$ cat src/sv/rma_pkg.sv
// ----------------------------------------------------------------------------
// rma_pkg
// Shared sizes, types and state codes for the ring moving average.
// ----------------------------------------------------------------------------
`default_nettype none

package rma_pkg;

    localparam int RING_DEPTH = 8;
    localparam int SAMPLE_W   = 32;
    localparam int POS_W      = (RING_DEPTH > 1) ? $clog2(RING_DEPTH) : 1;
    localparam int CNT_W      = $clog2(RING_DEPTH + 1);
    localparam int SUM_W      = SAMPLE_W + $clog2(RING_DEPTH);
    localparam int DIV_W      = SUM_W + 1;
    localparam int OUT_CNT_W  = 4;

    typedef enum logic [2:0] {
        ST_IDLE,
        ST_SUB,
        ST_ADD,
        ST_START,
        ST_DIV,
        ST_OUT
    } t_state;

    typedef struct packed {
        logic clr;
        logic sub;
        logic add;
    } t_ring_ctl;

endpackage

`default_nettype wire

$ cat src/sv/rma_divider.sv
// ----------------------------------------------------------------------------
// rma_divider
// Bit-serial restoring divider, one quotient bit per cycle.
// ----------------------------------------------------------------------------
`default_nettype none

module rma_divider
    import rma_pkg::*;
(
    input  wire logic                i_clk,
    input  wire logic                i_rst_n,
    input  wire logic                i_start,
    input  wire logic [DIV_W-1:0]    i_dividend,
    input  wire logic [CNT_W-1:0]    i_divisor,
    output logic                     o_done,
    output logic [SAMPLE_W-1:0]      o_quotient
);

    localparam int BIT_W = $clog2(DIV_W + 1);

    logic [BIT_W-1:0] r_bits, n_bits;
    logic             r_done, n_done;
    logic [DIV_W-1:0] r_sh, n_sh;
    logic [CNT_W-1:0] r_rem, n_rem;
    logic [CNT_W-1:0] r_div, n_div;
    logic [CNT_W:0]   w_trial;
    logic             w_qbit;

    assign w_trial = {r_rem, r_sh[DIV_W-1]};
    assign w_qbit  = (w_trial >= {1'b0, r_div});

    always_comb begin
        n_bits = r_bits;
        n_done = 1'b0;
        n_sh   = r_sh;
        n_rem  = r_rem;
        n_div  = r_div;
        if (i_start) begin
            n_sh   = i_dividend;
            n_rem  = '0;
            n_div  = i_divisor;
            n_bits = BIT_W'(DIV_W);
        end else if (r_bits != '0) begin
            n_sh   = {r_sh[DIV_W-2:0], w_qbit};
            n_rem  = w_qbit ? CNT_W'(w_trial - {1'b0, r_div}) : w_trial[CNT_W-1:0];
            n_bits = r_bits - 1'b1;
            n_done = (r_bits == BIT_W'(1));
        end
    end

    always_ff @(posedge i_clk) begin
        if (!i_rst_n) begin
            r_bits <= '0;
            r_done <= 1'b0;
        end else begin
            r_bits <= n_bits;
            r_done <= n_done;
        end
    end

    always_ff @(posedge i_clk) begin
        r_sh  <= n_sh;
        r_rem <= n_rem;
        r_div <= n_div;
    end

    assign o_done     = r_done;
    assign o_quotient = r_sh[SAMPLE_W-1:0];

endmodule

`default_nettype wire

$ cat src/sv/rma_ring.sv
// ----------------------------------------------------------------------------
// rma_ring
// Sample ring with write position, held count and running sum.
// ----------------------------------------------------------------------------
`default_nettype none

module rma_ring
    import rma_pkg::*;
(
    input  wire logic                i_clk,
    input  wire logic                i_rst_n,
    input  wire t_ring_ctl           i_ctl,
    input  wire logic [SAMPLE_W-1:0] i_sample,
    output logic [SUM_W-1:0]         o_sum,
    output logic [CNT_W-1:0]         o_cnt
);

    logic [SAMPLE_W-1:0] r_ring [RING_DEPTH];
    logic [POS_W-1:0]    r_pos;
    logic [CNT_W-1:0]    r_cnt;
    logic [SUM_W-1:0]    r_sum;

    always_ff @(posedge i_clk) begin
        if (!i_rst_n || i_ctl.clr) begin
            for (int i = 0; i < RING_DEPTH; i++) begin
                r_ring[i] <= '0;
            end
            r_pos <= '0;
            r_cnt <= '0;
            r_sum <= '0;
        end else if (i_ctl.sub) begin
            // drop the slot about to be overwritten (zero while not full)
            r_sum <= r_sum - SUM_W'(r_ring[r_pos]);
        end else if (i_ctl.add) begin
            r_sum         <= r_sum + SUM_W'(i_sample);
            r_ring[r_pos] <= i_sample;
            if (r_pos == POS_W'(RING_DEPTH - 1)) begin
                r_pos <= '0;
            end else begin
                r_pos <= r_pos + 1'b1;
            end
            if (r_cnt != CNT_W'(RING_DEPTH)) begin
                r_cnt <= r_cnt + 1'b1;
            end
        end
    end

    assign o_sum = r_sum;
    assign o_cnt = r_cnt;

endmodule

`default_nettype wire

$ cat src/sv/ring_moving_average.sv
// ----------------------------------------------------------------------------
// ring_moving_average
// Boxcar moving average over the most recent nonzero samples, with clear.
// ----------------------------------------------------------------------------
//  channel | dir | tdata                                  | tuser
//  s       | in  | [31:0] sample_value                    | [0] action (1 = clear)
//  m       | out | [31:0] average_value, [35:32] stored_count | -
//
//  A nonzero sample's result passes the subtract, add, start, divide and output
//  states after its transfer; the divide state waits on the bit-serial divider
//  producing one quotient bit per cycle. A zero sample or a clear goes straight
//  to the output state. The next transfer is taken only once the result is in
//  the output register. One item is in work at a time.
//  Reset is synchronous; ring, count, sum and average clear at once.
//  A stalled result sits in the output register while the next item is taken.
// ----------------------------------------------------------------------------
`default_nettype none

module ring_moving_average
    import rma_pkg::*;
(
    input  wire logic         i_clk,
    input  wire logic         i_rst_n,
    input  wire logic         i_s_tvalid,
    output logic              o_s_tready,
    input  wire logic [31:0]  i_s_tdata,   // [31:0] sample_value
    input  wire logic [0:0]   i_s_tuser,   // [0] action
    output logic              o_m_tvalid,
    input  wire logic         i_m_tready,
    output logic [39:0]       o_m_tdata    // [31:0] average_value, [35:32] stored_count
);

    t_state              r_state, n_state;
    t_ring_ctl           w_ctl;
    logic [SAMPLE_W-1:0] r_sample;
    logic [SAMPLE_W-1:0] r_avg, n_avg;
    logic                r_out_valid, n_out_valid;
    logic [SAMPLE_W-1:0] r_out_avg, n_out_avg;
    logic [OUT_CNT_W-1:0] r_out_cnt, n_out_cnt;
    logic                w_s_xfer;
    logic                w_div_start;
    logic                w_div_done;
    logic [SAMPLE_W-1:0] w_quotient;
    logic [SUM_W-1:0]    w_sum;
    logic [CNT_W-1:0]    w_cnt;
    logic [DIV_W-1:0]    w_dividend;

    assign w_s_xfer   = i_s_tvalid && o_s_tready;
    assign w_dividend = DIV_W'(w_sum) + DIV_W'(w_cnt >> 1);

    rma_ring u_ring (
        .i_clk    (i_clk),
        .i_rst_n  (i_rst_n),
        .i_ctl    (w_ctl),
        .i_sample (r_sample),
        .o_sum    (w_sum),
        .o_cnt    (w_cnt)
    );

    rma_divider u_div (
        .i_clk      (i_clk),
        .i_rst_n    (i_rst_n),
        .i_start    (w_div_start),
        .i_dividend (w_dividend),
        .i_divisor  (w_cnt),
        .o_done     (w_div_done),
        .o_quotient (w_quotient)
    );

    always_comb begin
        n_state     = r_state;
        n_avg       = r_avg;
        n_out_valid = r_out_valid && !i_m_tready;
        n_out_avg   = r_out_avg;
        n_out_cnt   = r_out_cnt;
        w_ctl       = '0;
        w_div_start = 1'b0;
        o_s_tready  = (r_state == ST_IDLE);
        unique case (r_state)
            ST_IDLE: begin
                if (w_s_xfer) begin
                    if (i_s_tuser[0]) begin
                        w_ctl.clr = 1'b1;
                        n_avg     = '0;
                        n_state   = ST_OUT;
                    end else if (i_s_tdata != '0) begin
                        n_state = ST_SUB;
                    end else begin
                        n_state = ST_OUT;
                    end
                end
            end
            ST_SUB: begin
                w_ctl.sub = 1'b1;
                n_state   = ST_ADD;
            end
            ST_ADD: begin
                w_ctl.add = 1'b1;
                n_state   = ST_START;
            end
            ST_START: begin
                w_div_start = 1'b1;
                n_state     = ST_DIV;
            end
            ST_DIV: begin
                if (w_div_done) begin
                    n_avg   = w_quotient;
                    n_state = ST_OUT;
                end
            end
            ST_OUT: begin
                if (!r_out_valid || i_m_tready) begin
                    n_out_valid = 1'b1;
                    n_out_avg   = r_avg;
                    n_out_cnt   = OUT_CNT_W'(w_cnt);
                    n_state     = ST_IDLE;
                end
            end
            default: n_state = ST_IDLE;
        endcase
    end

    always_ff @(posedge i_clk) begin
        if (!i_rst_n) begin
            r_state     <= ST_IDLE;
            r_avg       <= '0;
            r_out_valid <= 1'b0;
        end else begin
            r_state     <= n_state;
            r_avg       <= n_avg;
            r_out_valid <= n_out_valid;
        end
    end

    always_ff @(posedge i_clk) begin
        r_out_avg <= n_out_avg;
        r_out_cnt <= n_out_cnt;
        if (w_s_xfer) begin
            r_sample <= i_s_tdata;
        end
    end

    assign o_m_tvalid = r_out_valid;
    assign o_m_tdata  = {4'b0, r_out_cnt, r_out_avg};

    a_done_in_div: assert property (@(posedge i_clk) disable iff (!i_rst_n)
        w_div_done |-> (r_state == ST_DIV))
        else $error("divider finished outside the divide state");

    a_clear_result: assert property (@(posedge i_clk) disable iff (!i_rst_n)
        (w_s_xfer && i_s_tuser[0]) |=> (w_cnt == '0 && r_avg == '0 && r_state == ST_OUT))
        else $error("clear did not empty the ring");

    a_cnt_range: assert property (@(posedge i_clk) disable iff (!i_rst_n)
        w_cnt <= CNT_W'(RING_DEPTH))
        else $error("held count above ring depth");

    a_out_from_out: assert property (@(posedge i_clk) disable iff (!i_rst_n)
        $rose(o_m_tvalid) |-> ($past(r_state) == ST_OUT))
        else $error("result raised outside the output state");

endmodule

`default_nettype wire

$ cat config.mk
export PLATFORM = sky130hd
export DESIGN_NAME = ring_moving_average
export DESIGN_NICKNAME = d
export VERILOG_FILES = /design/src/sv/rma_pkg.sv /design/src/sv/rma_divider.sv /design/src/sv/rma_ring.sv /design/src/sv/ring_moving_average.sv
export SDC_FILE = /design/constraint.sdc
export NUM_CORES = 1
export LEC_CHECK = 0
export ABC_AREA = 0
export BUFFER_PORTS_ARGS = -buffer_cell sky130_fd_sc_hd__buf_2
export CAP_MARGIN = 10
export CORE_ASPECT_RATIO = 0.7
export CORE_MARGIN = 3
export CORE_UTILIZATION = 45
export DETAILED_ROUTE_END_ITERATION = 8
export GPL_ROUTABILITY_DRIVEN = 1
export HOLD_SLACK_MARGIN = 0.08
export REMOVE_ABC_BUFFERS = 1
export SLEW_MARGIN = 5
export SYNTH_ARGS = -nofsm -noshare
export SYNTH_HDL_FRONTEND = slang
export SYNTH_SLANG_ARGS = --single-unit
$ cat constraint.sdc
create_clock -name i_clk -period 8.7 [get_ports i_clk]
set_input_delay 1.74 -clock i_clk [delete_from_list [all_inputs] [get_ports i_clk]]
set_output_delay 1.74 -clock i_clk [all_outputs]
set_load 0.01 [all_outputs]
==> flow_summary.ini <==
[status]
status = complete, no violations

[cts]
clock_path_buffers = 3
cts_max_level = 2
clk_pin_slew_ns = 0.06
cts-root-buf = clkbuf_16
clkSinkCount = 456
clkLatencyLatePin_ns = 0.59
cts_tree = yes
cts_resized = 0
ctsHoldBuffers = 0
cts_buffers = 46
post_cts_buffers = 0

[global_route]
globalRouteTotalUtil_pct = 21.4
grt_start_max_net_pins = 76
antenna_found_initial = 1
overflow = 0
grt_pass1_vias = 14300
grt_pass1_wl_mm = 85.6

[logic_synthesis]
syn_area_mm2 = 0.0223
synth_edf_count = 364
avgSynthCellArea_um2 = 11.8
synthArstFlopShare_pct = 0
synth_compound_area_share_pct = 7.40
synth_cell_types = 67
synthFlopType = edfxtp_1
yosys-top-cells-area = edfxtp_1 (49%), dfxtp_1 (8.3%), and2_1 (6.6%), mux4_2 (6.5%), nand2_1 (3.3%)
yosysWarnings = 0
synth_simple_gate_area_share_pct = 17.6
yosysMostFrequentCell = edfxtp_1
postSynthCellCount = 1897
ys_ff_latch = 456
yosys.area.top_type = edfxtp_1
ys_seq_area_share_pct = 57.2
synth_top_family_by_area = simple AND/OR/NAND/NOR gates
synthMuxAreaShare_pct = 8.17
synth_fa_ha_area_share_pct = 3.02
synth_xor_area_share_pct = 3.49
synth_top_cell_area_share_pct = 49.0
synth_common_cells = edfxtp_1 (364), and2_1 (237), nand2_1 (196), a21oi_1 (131), clkbuf_1 (115)

[layout]
areaGrowthSynthToFinish_pct = 11.1
nets = 2001
diodes = 0
drive_gt1_share_pct = 14.4
instances_no_fill = 2604

[critical_path]
required_ns = 9.21
start_kind = register
crit_type = reg -> reg
arrival_ns = 5.99
critical_path.max_fanout = 35
rr_worst_depth = 15
cp-end-kind = register

[timing]
report.final.slew_viol_count = 0
setup_viol = 0
finClkSkew_ns = 0.0268
layout_min_cycle_time_ns = 5.48
rsz0062_at_grt = no
period_share_pct = 63.0
tns_ns = 0
worst_pin_slew_ns = 1.12
relSlewSlack_pct = 25.0
fmax_mhz = 182
hold_viol = 0

[worst_hold_path]
hold_path.class = reg -> reg
hold_depth = 0

[floorplan]
num_rows = 67
chipWidth_um = 272
die_area_mm2 = 0.0524
fp.coreArea_mm2 = 0.0485
initial_utilization_pct = 46.1
die_h_um = 192
pin_count = 79

[run]
drv_cap = 0

[detailed_routing]
first_pass_iters = 6
drt_iter0_drc = 1268
via_count = 14600
routed_wl_mm = 55.6
routedWlPerCell_um = 21.4
vias_per_cell = 5.61
drc = 0
antenna_left = 0

[place]
dp.cells = 2517
gp_congestion = 0.867
dp_hpwl_mm = 36.1
portBuffers = 74

[pwr]
power_density_mw_per_mm2 = 235
total_leakage_power_nw = 8.97
irDropWorstVdd_mv = 0.120
through the flow:
stage | hold slack (ns) | utilization, % | setup slack [ns] | area (um^2) | power (mW)
2_1_floorplan | 0.408 | - | 2.39 | 21800 | 3.52
3_3_place_gp | 0.418 | 48.0 | 3.22 | 23300 | 3.84
3_5_place_dp | 0.415 | 48.0 | 3.20 | 23300 | 3.86
4_1_cts | 0.430 | 51.1 | 3.17 | 24800 | 5.85
5_1_grt | 0.444 | 51.2 | 2.76 | 24800 | 6.11
6_report | 0.428 | 51.2 | 3.22 | 24800 | 5.82
layer usage:
layer  wire [um]  up-vias  track usage (%)
met3        4020       85             5.16
met4        1210        0             5.24
met1       26500     7239             31.6
met2       23900      414             31.7
li1            -     6881                -
met5           0        -                0
final cells by class:
| cell class | instances | area, um^2 |
|---|---|---|
| clock inverter | 23 | 211 |
| clock buffer | 62 | 1280 |
| timing repair buffer | 102 | 596 |
| sequential | 456 | 12800 |
| inverter | 31 | 116 |
| tap | 655 | 820 |
| fill | 4278 | 23700 |
| multi-input combinational | 1275 | 9000 |
flip-flops by register name (all words and copies together) (netlist names), named ones only:
signal         cells
u_ring.r_pos       3
u_ring.o_sum      35
u_div.r_rem        4
u_div.r_bits       6
r_avg             32
r_out_cnt          4
o_m_tvalid         1
u_div.r_sh        36
r_out_avg         32
u_ring.r_ring    256
r_state            3
r_sample          32
u_ring.o_cnt       4
u_div.o_done       1
u_div.r_div        4
kinds of logic (layout without fill, tap and decap cells):
family,count (synthesis),count (layout)
other,1,4
and+or+nand+nor,743,743
adders and majority gates,52,52
buffers and inverters,169,218
xor gates and xnor gates,89,89
AOI/OAI and AO/OA,285,285
DFF,456,456
muxes,102,102
worst max-delay path, cell delays in order, from the launching register on:
cell and delay [ns]:
dfxtp_4 0.79, buf_4 0.72, mux4_2 0.60, mux2i_1 0.21, a21o_1 0.18, inv_1 0.06, fa_1 0.40, nand2b_1 0.20
a21oi_1 0.24, o211a_1 0.30, a2111oi_2 0.12, o31ai_1 0.67, a41o_1 0.31, o21ai_0 0.11, or4_1 0.42, nand3_1 0.09
power by group:
part	internal, mW	leakage (nW)	switching (mW)
registers	2.67	4.47	0.182
logic	0.362	3.75	0.616
clock network	1.13	0.738	0.863
total	4.16	8.97	1.66
layout by cell type, fill, tap and decap left out, types with 9 or more instances in the layout:
cell type    n
xor2_1      45
mux4_2      64
clkbuf_1    11
mux2i_1     37
nor2b_1     16
and2_1     236
xnor2_1     44
edfxtp_1   364
dfxtp_1     89
buf_2       74
nor4_1      17
a21oi_1    130
clkbuf_16   48
nand2b_1    13
a31oi_1     10
a21o_1      16
clkinv_1     9
nand4_1     15
nor3_1      35
inv_1       29
ha_1        49
and2_2       9
nand3_1     57
and3_1      14
a211oi_1     9
nor2_1      81
nand2_1    196
buf_4       26
o21ai_0     79
worst paths after layout:
kind              startpoint          endpoint  slack [ns]
setup / recovery    register  u_ring.o_sum[30]        3.22
setup reg to reg    register  u_ring.o_sum[30]        3.22
hold reg to reg    r_avg[21]     r_out_avg[21]        0.43
hold / removal     r_avg[21]     r_out_avg[21]        0.43
No activity file was read; power rests on OpenSTA's default activity.
